### config.mk
export PLATFORM = sky130hd
export DESIGN_NAME = srecord_data_extractor_unit
export DESIGN_NICKNAME = d
export VERILOG_FILES = /design/src/rtl/srdx_pkg.sv /design/src/rtl/srecord_data_extractor_unit.sv
export SDC_FILE = /design/constraint.sdc
export NUM_CORES = 1
export LEC_CHECK = 0
export ABC_AREA = 0
export BUFFER_PORTS_ARGS = -buffer_cell sky130_fd_sc_hd__buf_2
export CORE_MARGIN = 2
export CORE_UTILIZATION = 54
export DETAILED_ROUTE_END_ITERATION = 7
export HOLD_SLACK_MARGIN = 0.12
export MAX_ROUTING_LAYER = met4
export PLACE_DENSITY = 0.76
export SYNTH_ARGS = -nofsm -noshare
export SYNTH_HDL_FRONTEND = slang
export SYNTH_SLANG_ARGS = --single-unit
### constraint.sdc
create_clock -name clock -period 3.8 [get_ports clock]
set_clock_uncertainty 0.1 [all_clocks]
set_input_delay 0.76 -clock clock [delete_from_list [all_inputs] [get_ports clock]]
set_output_delay 0.76 -clock clock [all_outputs]
set_load 0.05 [all_outputs]
### src/rtl/srdx_pkg.sv
package srdx_pkg;

   // Character codes that steer the line parser.
   localparam logic [7:0] CHAR_NEWLINE = 8'h0A;
   localparam logic [7:0] CHAR_S       = 8'h53;
   localparam logic [7:0] CHAR_ONE     = 8'h31;
   localparam logic [7:0] CHAR_THREE   = 8'h33;

   // Width of one text character and of one payload byte.
   localparam int CHAR_WIDTH = 8;
   localparam int BYTE_WIDTH = 8;

   // Position of the parser within one text line.
   typedef enum logic [2:0] {
      PH_LINE_START = 3'd0,
      PH_TYPE       = 3'd1,
      PH_COUNT_HI   = 3'd2,
      PH_COUNT_LO   = 3'd3,
      PH_ADDR       = 3'd4,
      PH_DATA_HI    = 3'd5,
      PH_DATA_LO    = 3'd6,
      PH_SKIP       = 3'd7
   } phase_type;

   // Result of decoding one hex character.
   typedef struct packed {
      logic       valid;
      logic [3:0] value;
   } hex_type;

   // Decodes 0-9, A-F and a-f; any other character is flagged as not hex.
   function automatic hex_type hex_decode(input logic [7:0] c);
      hex_type result;
      result.valid = 1'b1;
      result.value = c[3:0];
      if (c >= 8'h30 && c <= 8'h39) begin
         result.value = c[3:0];
      end else if ((c >= 8'h41 && c <= 8'h46) || (c >= 8'h61 && c <= 8'h66)) begin
         result.value = c[3:0] + 4'd9;
      end else begin
         result.valid = 1'b0;
         result.value = 4'd0;
      end
      return result;
   endfunction

endpackage

### src/rtl/srecord_data_extractor_unit.sv
// Extracts the payload bytes of S1, S2 and S3 records from a Motorola
// S-record text stream that arrives one ASCII character per input beat.
// Each output beat carries one data byte, with tlast set on the final byte
// of a record; address, checksum and all other record types are skipped,
// and a newline always returns the parser to the start of a line. One
// character is taken every clock cycle: the parser state is registered on
// each accepted character and each byte lands in an output register, so
// the only thing that holds up the input is a full output register that
// the downstream side is not taking. A result appears in the cycle after
// the second hex digit of its pair is accepted.
module srecord_data_extractor_unit (
   input  logic                           clock,
   input  logic                           reset,
   input  logic                           req_tvalid,
   output logic                           req_tready,
   input  logic [srdx_pkg::CHAR_WIDTH-1:0] req_tdata,  // [7:0] text_char
   output logic                           rsp_tvalid,
   input  logic                           rsp_tready,
   output logic [srdx_pkg::BYTE_WIDTH-1:0] rsp_tdata,  // [7:0] data_byte
   output logic                           rsp_tlast   // record_last
);
   import srdx_pkg::*;

   // Parser state.
   phase_type                phase_ff, phase_in;
   logic [3:0]               addr_left_ff, addr_left_in;
   logic [3:0]               addr_total_ff, addr_total_in;
   logic [7:0]               bytes_left_ff, bytes_left_in;
   logic [3:0]               high_nibble_ff, high_nibble_in;
   logic                     high_valid_ff, high_valid_in;

   // Output register.
   logic                     rsp_valid_ff, rsp_valid_in;
   logic [BYTE_WIDTH-1:0]    rsp_data_ff, rsp_data_in;
   logic                     rsp_last_ff, rsp_last_in;

   logic                     accept;
   logic                     emit;
   logic                     emit_last;
   hex_type                  digit;
   logic [7:0]               pair;
   logic [2:0]               addr_bytes;
   logic [3:0]               addr_left_dec;
   logic [7:0]               bytes_left_dec;

   // A new character is taken whenever the output register is free or drains.
   assign req_tready = !rsp_valid_ff || rsp_tready;
   assign accept     = req_tvalid && req_tready;

   // Shared decode of the current character as a hex digit and as a pair.
   always_comb begin
      digit = hex_decode(req_tdata);
      if (!high_valid_ff) begin
         pair = 8'd0;
      end else if (!digit.valid) begin
         pair = {4'd0, high_nibble_ff};
      end else begin
         pair = {high_nibble_ff, digit.value};
      end
      addr_bytes     = addr_total_ff[3:1];
      addr_left_dec  = (addr_left_ff != 4'd0) ? addr_left_ff - 4'd1 : addr_left_ff;
      bytes_left_dec = (bytes_left_ff != 8'd0) ? bytes_left_ff - 8'd1 : bytes_left_ff;
   end

   // Next state of the line parser for the accepted character.
   always_comb begin
      phase_in       = phase_ff;
      addr_left_in   = addr_left_ff;
      addr_total_in  = addr_total_ff;
      bytes_left_in  = bytes_left_ff;
      high_nibble_in = high_nibble_ff;
      high_valid_in  = high_valid_ff;
      emit           = 1'b0;
      emit_last      = 1'b0;
      if (req_tdata == CHAR_NEWLINE) begin
         phase_in = PH_LINE_START;
      end else begin
         unique case (phase_ff)
            PH_LINE_START: begin
               phase_in = (req_tdata == CHAR_S) ? PH_TYPE : PH_SKIP;
            end
            PH_TYPE: begin
               if (req_tdata >= CHAR_ONE && req_tdata <= CHAR_THREE) begin
                  // S1, S2 and S3 carry 4, 6 and 8 address digits.
                  addr_total_in = {1'b0, req_tdata[1:0], 1'b0} + 4'd2;
                  phase_in      = PH_COUNT_HI;
               end else begin
                  phase_in = PH_SKIP;
               end
            end
            PH_COUNT_HI: begin
               high_valid_in  = digit.valid;
               high_nibble_in = digit.valid ? digit.value : 4'd0;
               phase_in       = PH_COUNT_LO;
            end
            PH_COUNT_LO: begin
               // A count that does not cover the address gives no payload.
               if (pair > {5'd0, addr_bytes}) begin
                  bytes_left_in = pair - {5'd0, addr_bytes} - 8'd1;
               end else begin
                  bytes_left_in = 8'd0;
               end
               addr_left_in = addr_total_ff;
               phase_in     = PH_ADDR;
            end
            PH_ADDR: begin
               addr_left_in = addr_left_dec;
               if (addr_left_dec == 4'd0) begin
                  phase_in = (bytes_left_ff != 8'd0) ? PH_DATA_HI : PH_SKIP;
               end
            end
            PH_DATA_HI: begin
               high_valid_in  = digit.valid;
               high_nibble_in = digit.valid ? digit.value : 4'd0;
               phase_in       = PH_DATA_LO;
            end
            PH_DATA_LO: begin
               emit          = 1'b1;
               bytes_left_in = bytes_left_dec;
               if (bytes_left_dec == 8'd0) begin
                  emit_last = 1'b1;
                  phase_in  = PH_SKIP;
               end else begin
                  phase_in = PH_DATA_HI;
               end
            end
            PH_SKIP: begin
               phase_in = PH_SKIP;
            end
            default: begin
               phase_in = PH_SKIP;
            end
         endcase
      end
   end

   // Output register loads on a produced byte and empties when taken.
   always_comb begin
      rsp_valid_in = rsp_valid_ff;
      rsp_data_in  = rsp_data_ff;
      rsp_last_in  = rsp_last_ff;
      if (accept && emit) begin
         rsp_valid_in = 1'b1;
         rsp_data_in  = pair;
         rsp_last_in  = emit_last;
      end else if (rsp_tready) begin
         rsp_valid_in = 1'b0;
      end
   end

   // Control registers.
   always_ff @(posedge clock) begin
      if (reset) begin
         phase_ff       <= PH_LINE_START;
         addr_left_ff   <= 4'd0;
         addr_total_ff  <= 4'd0;
         bytes_left_ff  <= 8'd0;
         high_nibble_ff <= 4'd0;
         high_valid_ff  <= 1'b0;
         rsp_valid_ff   <= 1'b0;
      end else begin
         if (accept) begin
            phase_ff       <= phase_in;
            addr_left_ff   <= addr_left_in;
            addr_total_ff  <= addr_total_in;
            bytes_left_ff  <= bytes_left_in;
            high_nibble_ff <= high_nibble_in;
            high_valid_ff  <= high_valid_in;
         end
         rsp_valid_ff <= rsp_valid_in;
      end
   end

   // Payload registers.
   always_ff @(posedge clock) begin
      rsp_data_ff <= rsp_data_in;
      rsp_last_ff <= rsp_last_in;
   end

   assign rsp_tvalid = rsp_valid_ff;
   assign rsp_tdata  = rsp_data_ff;
   assign rsp_tlast  = rsp_last_ff;

`ifndef ASSERT_OFF
   // A newline always puts the parser back at the start of a line.
   assert property (@(posedge clock) disable iff (reset)
      (accept && req_tdata == CHAR_NEWLINE) |=> (phase_ff == PH_LINE_START))
      else $error("newline did not return the parser to line start");

   // A byte in flight is never overwritten by a new character.
   assert property (@(posedge clock) disable iff (reset)
      !(accept && rsp_valid_ff && !rsp_tready))
      else $error("input taken while an output beat was stalled");

   // The last byte of a record coincides with the parser leaving the payload.
   assert property (@(posedge clock) disable iff (reset)
      (accept && emit) |=> (rsp_valid_ff && (rsp_last_ff == (phase_ff == PH_SKIP))))
      else $error("record end flag disagrees with the parser phase");

   // While decoding payload pairs, at least one byte is still owed.
   assert property (@(posedge clock) disable iff (reset)
      (phase_ff == PH_DATA_HI || phase_ff == PH_DATA_LO) |-> (bytes_left_ff != 8'd0))
      else $error("payload phase with no bytes left");
`endif

endmodule
== Word-level counts from Yosys, hierarchy flattened ==
Index checks and enable logic that the tools add are counted.
Word-level totals
  output and inout port bits: 11
  register bits: 34
  word-level logic and storage cells: 84
  bits of input ports: 12
Cells by class
  add/subtract/negate cells: 6
  equality and inequality tests: 10
  $lt $le $gt $ge: 9
  mux-type cells: 24
  bitwise gates (word level): 2
  reductions and logical operators: 24
Operators with widths (count)
  $mux 8: 4
  $pmux 3 s8: 1
  $ge 8x6->1 const B: 2
  $ge 8x7->1 const B: 2
  $le 8x6->1 const B: 2
  $le 8x7->1 const B: 2
  $mux 4: 4
  $pmux 8 s2: 1
  $sub 8x1->8 const B: 2
  $eq 3x3->1 const B: 4
  $mux 3: 4
  $reduce_and 3->1: 3
  $eq 8x4->1 const B: 1
  $eq 8x7->1 const B: 1
  $gt 8x3->1: 1
  $logic_not 8->1: 1
  $pmux 4 s2: 1
  $reduce_bool 8->1: 1
  $sub 8x3->8: 1
  $mux 1: 7
  $eq 3x2->1 const B: 2
  $logic_and 1x1->1: 6
  $reduce_bool 2->1: 3
  $add 3x2->4 const B: 1
  14 further kinds: 18

== Longest topological paths before layout ==
Gate-level depths: netlist (run 1).
  depth after elaboration: 11
  mapped depth: 16
  mapped depth without buffers: 16

== Worst setup path before layout (run 1) ==
OpenSTA, ideal clock, no wires.
  path kind: input port to flip-flop
  from: in req_tdata[0] in the netlist's numbering
  to: reg bytes_left_ff[7]
  cell stages on the path: 15
  required time: 3.563 ns
  library setup time: 0.137 ns
  slack: 0.188 ns
  arrival time: 3.375 ns
  path through: inv_1 -> ha_1 -> inv_1 -> o311ai_4 -> o22ai_1 -> a21o_1 -> nand2_1 -> inv_1 -> ha_1 -> a21o_1 -> a21oi_1 -> nand2_1 -> and3_1 -> o31ai_1 -> a211oi_2
Between the ends
  word-level cells in the longest chain between the ends: 11
  elaborated cells between the ends (all ways): 25
Ends and longest elaborated chain
  from (decl): RTL line srecord_data_extractor_unit.sv:16  | input logic [srdx_pkg::CHAR_WIDTH-1:0] req_tdata,
  $ge 8x7->1 or $le 8x7->1 (tied branches): RTL line srdx_pkg.sv:38  | end else if ((c >= 8'h41 && c <= 8'h46) || (c >= 8'h61 && c <= 8'h66)) begin
  $logic_and 1x1->1: RTL line srdx_pkg.sv:38
  $logic_or 1x1->1: RTL line srdx_pkg.sv:38
  $mux 4 or $mux 1 (tied branches): RTL line srdx_pkg.sv:38
  $mux 4 or $mux 1 (tied branches): RTL line srdx_pkg.sv:36  | if (c >= 8'h30 && c <= 8'h39) begin
  $mux 8 *: RTL line srecord_data_extractor_unit.sv:55  | end else if (!digit.valid) begin
  $mux 8 *: RTL line srecord_data_extractor_unit.sv:53  | if (!high_valid_ff) begin
  via pair[1]: RTL line srecord_data_extractor_unit.sv:41  | logic [7:0] pair;
  $sub 8x3->8: RTL line srecord_data_extractor_unit.sv:99  | bytes_left_in = pair - {5'd0, addr_bytes} - 8'd1;
  $sub 8x1->8: RTL line srecord_data_extractor_unit.sv:99
  $mux 8 *: RTL line srecord_data_extractor_unit.sv:98  | if (pair > {5'd0, addr_bytes}) begin
  $pmux 8 s2 *: RTL line srecord_data_extractor_unit.sv:78  | unique case (phase_ff)
  to (signal assigned): RTL line srecord_data_extractor_unit.sv:166  | bytes_left_ff <= bytes_left_in;
  to (decl): RTL line srecord_data_extractor_unit.sv:28  | logic [7:0] bytes_left_ff, bytes_left_in;
The timed path passes the listed nets; every way through them passes the cells marked *.
A chain may end at the register's enable or synchronous reset.

== Final worst setup path (run 1) ==
  from: in req_tdata[1] in the netlist's numbering
  to: reg bytes_left_ff[6]
The elaborated chain is that of the path after synthesis.

==> impl_metrics.csv, run 1 <==
group,metric,value,unit
yosys,synth_cell_types,64,
global_routing,grt-busiest-layer,"met2",
floorplan,num_io_pins,23,
critical_path,worst_setup_path_end_kind,"flop",
critical_path,cp-start-kind,"input port",
sta,setup_viol,0,
clocking,ctsResizeCount,0,
final_layout,antenna_cells,0,
global_routing,grt_pass1_vias,2076,
placed_design,dp_hpwl,4164,um
floorplan,coreArea,4384,um^2
power,p_per_area,344.9,nW/um^2
critical_path,crit_type,"in2reg",
floorplan,initial_utilization,56.36,%
yosys,synth_edf_count,9,
critical_path,startpoint,"req_tdata[1]",
final_layout,area_growth,12.91,%
yosys,synth_nets,314,
route,route.antenna.remaining_nets,0,
final_layout,drive_above_1_share,19.38,%
yosys,synth_warnings,0,
yosys,synth_cells,290,
clocking,clockBufferDepth,2,
placed_design,portBuffers,22,
critical_path,r2r_slack,1.11,ns
critical_path,worstPathMaxFanout,5,
clocking,htree_levels,2,
global_routing,met2_usage,38.99,%
flow_run,max_cap_violations,0,
global_routing,track_usage,23.49,%
clocking,cts_tree,"yes",
final_layout,final_common_cell,"nor2_1",
sta,max_freq,277.3,MHz
floorplan,fp.dieH,71.65,um
worst_hold_path,hold_class,"reg2reg",
route,wire_per_inst,14.95,um
final_layout,final_cell_mix,"nor2_1, dfxtp_1, buf_2",
yosys,avgSynthCellArea,8.521,um^2
route,firstDrtPassIters,5,
global_routing,grt_pass1_wl,9397,um
floorplan,num_rows,24,
global_routing,grt_overflow,0,
clocking,hold_buffers,0,
yosys,yosysSeqAreaShare,30.38,%
clocking,cts_setup_buffers,0,
sta,maxSlewHeadroom,61.61,%
yosys,ys_ff_latch,33,
sta,tns,0,ns
clocking,cts_buffers,5,
sta,fin_crit_sh,94.89,%
yosys,netlist_area,2471,um^2
outcome,outcome,"finished clean",
critical_path,r2r_end,"bytes_left_ff[6]",
global_routing,use_met1,29.81,%
global_routing,grt_max_degree,27,
critical_path,worstPathArrival,3.73,ns
global_routing,antenna_found_initial,0,
clocking,cts.clk_slew.worst_paths,0.08,ns
route,avgViaCountPerCell,6.005,
critical_path,crit_end,"bytes_left_ff[6]",
sta,hold_violations,0,
final_layout,final_nets,343,
global_routing,use_met3,3.657,%
floorplan,die-area,5133,um^2
power,finalPower,962.3,uW
sta,tightestPinTransition,0.5613,ns
route,vias,2234,
power,p_leak,0.001113,uW
route,drc,0,
route,finalWirelength,5560,um
sta,drv_slew,0,
clocking,insertion_delay,0.29,ns
power,ir_worst_vdd,213.7,uV
route,first_iter_violations,193,
yosys,synthArstFlopShare,0,%
clocking,root_buffer,"clkbuf_8",
sta,layout_min_cycle_time,3.606,ns
critical_path,crit_required,3.92,ns
critical_path,regToRegStartpoint,"high_nibble_ff[0]",
yosys,yosys_most_used_dff,"dfxtp_1",
sta,rsz0062_at_grt,"false",
critical_path,r2r_cells,11,
floorplan,die_width,71.65,um
placed_design,gp_congestion,0.8682,
clocking,cts.sinks,33,
[critical path, cell delays in order]
cell and delay [ns]:
buf_2 0.12, inv_1 0.10, ha_1 0.20, inv_1 0.08, o311ai_4 0.27, and2_1 0.21, a21o_1 0.13, and2_1 0.17
ha_1 0.18, inv_1 0.06, fa_1 0.42, nor2b_1 0.25, nor2_1 0.08, and4_1 0.21, o21ai_0 0.17, o2111ai_1 0.16
a21oi_1 0.15
[per-stage QoR]
| step | hold slack (ns) | util [%] | instance area (um^2) | setup WS (ns) | cells |
|---|---|---|---|---|---|
| 3_5_place_dp | 0.3954 | 61.02 | 2675 | -0.06952 | 364 |
| 2_1_floorplan | 0.3680 | - | 2471 | 0.1880 | 290 |
| 3_3_place_gp | 0.3919 | 61.02 | 2675 | 0.006460 | 364 |
| 5_1_grt | 0.4591 | 63.64 | 2790 | 0.007434 | 372 |
| 4_1_cts | 0.4080 | 63.64 | 2790 | 0.2282 | 372 |
| 6_report | 0.4152 | 63.64 | 2790 | 0.1940 | 372 |
[cells in the mapped netlist (all sizes together), types with 3 or more instances]
cell,n,area [um^2]
o21ai,14,85.09
a21o,5,37.54
nand3,7,52.55
a21oi,20,103.9
a211oi,9,87.59
inv,21,78.83
nor2,37,146.4
nor3b,3,22.52
nor3,13,75.07
nor2b,6,37.54
o22ai,4,25.02
nand2,21,78.83
nand2b,7,43.79
ha,11,137.6
nor4b,3,47.54
xor2,4,35.03
xnor2,5,43.79
edfxtp,9,270.3
a31oi,5,46.29
mux2i,8,80.08
and2,6,37.54
a32oi,3,26.28
a221oi,3,26.28
dfxtp,24,480.5
clkbuf,8,30.03
[state kept, by name, indices dropped and copies added, names as in the netlist]
register        cells
rsp_tvalid          1
phase_ff            3
addr_total_ff       3
rsp_tlast           1
addr_left_ff        4
high_valid_ff       1
rsp_tdata           8
high_nibble_ff      4
bytes_left_ff       8
[how the worst min path moves through the flow]
stage	cells after the start	endpoint	slack, ns	start
finish	2	rsp_tvalid	0.42	rsp_tvalid
global route	2	addr_left_ff[1]	0.46	addr_left_ff[1]
CTS	2	addr_left_ff[1]	0.41	addr_left_ff[1]
detailed placement	2	addr_left_ff[1]	0.40	addr_left_ff[1]
global placement	2	addr_left_ff[1]	0.39	addr_left_ff[1]
floorplan	2	addr_left_ff[1]	0.37	addr_left_ff[1]
[final cells by class]
cell class | instances | area, um^2
multi-input cells | 226 | 1595
clock buffers | 5 | 68.82
repair buffers | 32 | 185.2
clock inverters | 3 | 46.29
well taps | 52 | 65.06
flip-flops and latches | 33 | 750.7
fillers | 379 | 1594
inverters | 21 | 78.83
[cell families (layout without fill, tap and decap cells)]
kind of cell / Yosys count / in the layout / synth area share [%]
AO/OA/AOI/OAI: 82 / 82 / 25.57
XOR/XNOR: 9 / 9 / 3.190
flip-flops: 33 / 33 / 30.38
multiplexers: 8 / 8 / 3.241
adder cells (fa/ha/maj): 12 / 12 / 6.380
buffers and inverters: 31 / 61 / 5.063
AND/OR/NAND/NOR: 115 / 115 / 26.18
[layer usage]
metal,vias up,part of all wire (%)
met5,-,0
met4,0,1.5
met3,9,5.0
met2,76,49
met1,1033,45
li1,1116,-
[power breakdown]
group	total, uW	internal, uW	switching [uW]
Clock	338	196	141
Combinational	223	93.7	130
Sequential	401	373	28.6
No activity file was read; power rests on OpenSTA's default activity.
==> inputs of run 2 (changes only) <==
- CORE_MARGIN: 2 -> 1
- SLEW_MARGIN: unset -> 20
==> impl_metrics.csv, run 2 (synthesis gave the netlist of run 1 again) <==
group,metric,value,unit
global_routing,grt_overflow,0,
final_layout,final_util,62.90,%
critical_path,cpPeakStageDelay,0.41,ns
worst_hold_path,hold_class,"reg2reg",
final_layout,final_nets,343,
clocking,cts_buffers,5,
critical_path,crit_family,"compound AO/OA/AOI/OAI gates",
route,drc,0,
outcome,outcome,"finished clean",
route,top_layer_used,"met4",
clocking,hold_buffers,0,
critical_path,cp-start-kind,"input port",
critical_path,r2r_end,"bytes_left_ff[6]",
clocking,htree_levels,2,
floorplan,num_io_pins,23,
sta,tightestPinTransition,0.5409,ns
clocking,ctsResizeCount,0,
final_layout,antenna_cells,0,
placed_design,dp_slack,-0.0007609,ns
sta,fin_crit_sh,92.56,%
flow_run,max_cap_violations,0,
sta,hold_violations,0,
global_routing,grt_pass1_vias,1966,
global_routing,grt_pass1_wl,8866,um
route,route.antenna.remaining_nets,0,
floorplan,initial_utilization,56.36,%
power,p_per_area,319.3,nW/um^2
route,met1_length,2548,um
critical_path,crit_required,3.91,ns
critical_path,cpMaxStageDelayCell,"fa_1",
sta,layout_min_cycle_time,3.517,ns
global_routing,antenna_found_initial,0,
global_routing,grt_max_degree,27,
critical_path,worstPathMaxFanout,5,
critical_path,cpMostUsedCell,"inv_1",
clocking,insertion_delay,0.28,ns
sta,rsz0062_at_grt,"false",
critical_path,path_buf_inv,4,
power,ir_worst_vdd,155.7,uV
route,wire_per_inst,14.07,um
power,finalPower,880.4,uW
sta,max_freq,284.3,MHz
route,finalWirelength,5234,um
final_layout,area_growth,11.59,%
route,routed-wl-met2,2401,um
sta,worst_slack,0.2827,ns
global_routing,track_usage,23.16,%
critical_path,worstPathCellList,"buf_2 -> inv_1 -> ha_1 -> inv_1 -> o311ai_4 -> and2_1 -> a21o_1 -> and2_1 -> ha_1 -> inv_1 -> fa_1 -> nor2b_1 -> nor2_1 -> and4_1 -> o21ai_0 -> o2111ai_1 -> a21oi_1",
critical_path,regToRegStartpoint,"high_nibble_ff[0]",
clocking,root_buffer,"clkbuf_8",
sta,maxSlewHeadroom,63.01,%
critical_path,r2r_cells,11,
worst_hold_path,hold_depth,2,
clocking,cts_setup_buffers,0,
floorplan,fp.dieH,69.65,um
worst_hold_path,worstHoldStart,"addr_left_ff[1]",
route,first_iter_violations,121,
floorplan,num_rows,24,
power,p_leak,0.001104,uW
critical_path,crit_type,"in2reg",
route,route.met3.wl,216,um
sta,tns,0,ns
placed_design,portBuffers,22,
clocking,cts_tree,"yes",
clocking,cts.sinks,33,
critical_path,worstPathArrival,3.63,ns
critical_path,r2r_slack,1.18,ns
route,vias,2200,
route,firstDrtPassIters,4,
clocking,clockBufferDepth,2,
sta,setup_viol,0,
floorplan,coreArea,4384,um^2
route,avgViaCountPerCell,5.914,
final_layout,drive_above_1_share,19.06,%
clocking,cts.clk_slew.worst_paths,0.07,ns
placed_design,gp_congestion,0.8765,
critical_path,worst_setup_path_end_kind,"flop",
sta,drv_slew,0,
floorplan,die-area,4850,um^2
final_layout,final_common_cell,"nor2_1",
placed_design,dp_hpwl,3916,um
floorplan,die_width,69.65,um
worst_hold_path,min_to,"addr_left_ff[1]",
final_layout,final_cell_mix,"nor2_1, dfxtp_1, buf_2",
## run 2: cell count changes in the layout (fill, tap and decap cells not counted), sizes merged
cell      before  now
clkinv         1    2
clkbuf         5    6
clkinvlp       1    0
bufinv         1    0
## run 2: layer usage
| metal | up-vias | global-route usage, % |
|---|---|---|
| met2 | 55 | 36.25 |
| met4 | 0 | 7.111 |
| met1 | 1013 | 31.02 |
| li1 | 1126 | - |
| met3 | 6 | 3.488 |
| met5 | - | - |
## run 2: worst max path at each step
| stage | from | to | cells past startpoint |
|---|---|---|---|
| 3_3_place_gp | req_tdata[1] | bytes_left_ff[6] | 17 |
| 4_1_cts | req_tdata[1] | bytes_left_ff[6] | 17 |
| 5_1_grt | req_tdata[1] | bytes_left_ff[6] | 17 |
| 2_1_floorplan | req_tdata[0] | bytes_left_ff[7] | 15 |
| 3_5_place_dp | req_tdata[1] | bytes_left_ff[6] | 17 |
| 6_report | req_tdata[1] | bytes_left_ff[6] | 17 |
## run 2: power by group
group	internal, uW	switching, uW
combinational	93.6	128
clock	127	131
sequential	373	28.2
total	594	287
## run 2: final cells by class
| cell class | instances | area (um^2) |
|---|---|---|
| Inverter | 21 | 78.83 |
| Fill cell | 377 | 1627 |
| Clock buffer | 6 | 72.57 |
| Sequential cell | 33 | 750.7 |
| Multi-Input combinational cell | 226 | 1595 |
| Timing Repair Buffer | 32 | 185.2 |
| Clock inverter | 2 | 10.01 |
| Tap cell | 52 | 65.06 |
## run 2: worst min-delay path, cell delays in order, from the launching register on
cell and delay (ns):
dfxtp_1 0.32, inv_1 0.07, a211oi_1 0.06
## run 2: through the flow
stage	hold WS (ns)	cell area [um^2]	instances
floorplan	0.3680	2471	290
global placement	0.3926	2675	364
detailed placement	0.3930	2675	364
CTS	0.4060	2758	372
global route	0.4386	2758	372
finish	0.4032	2758	372
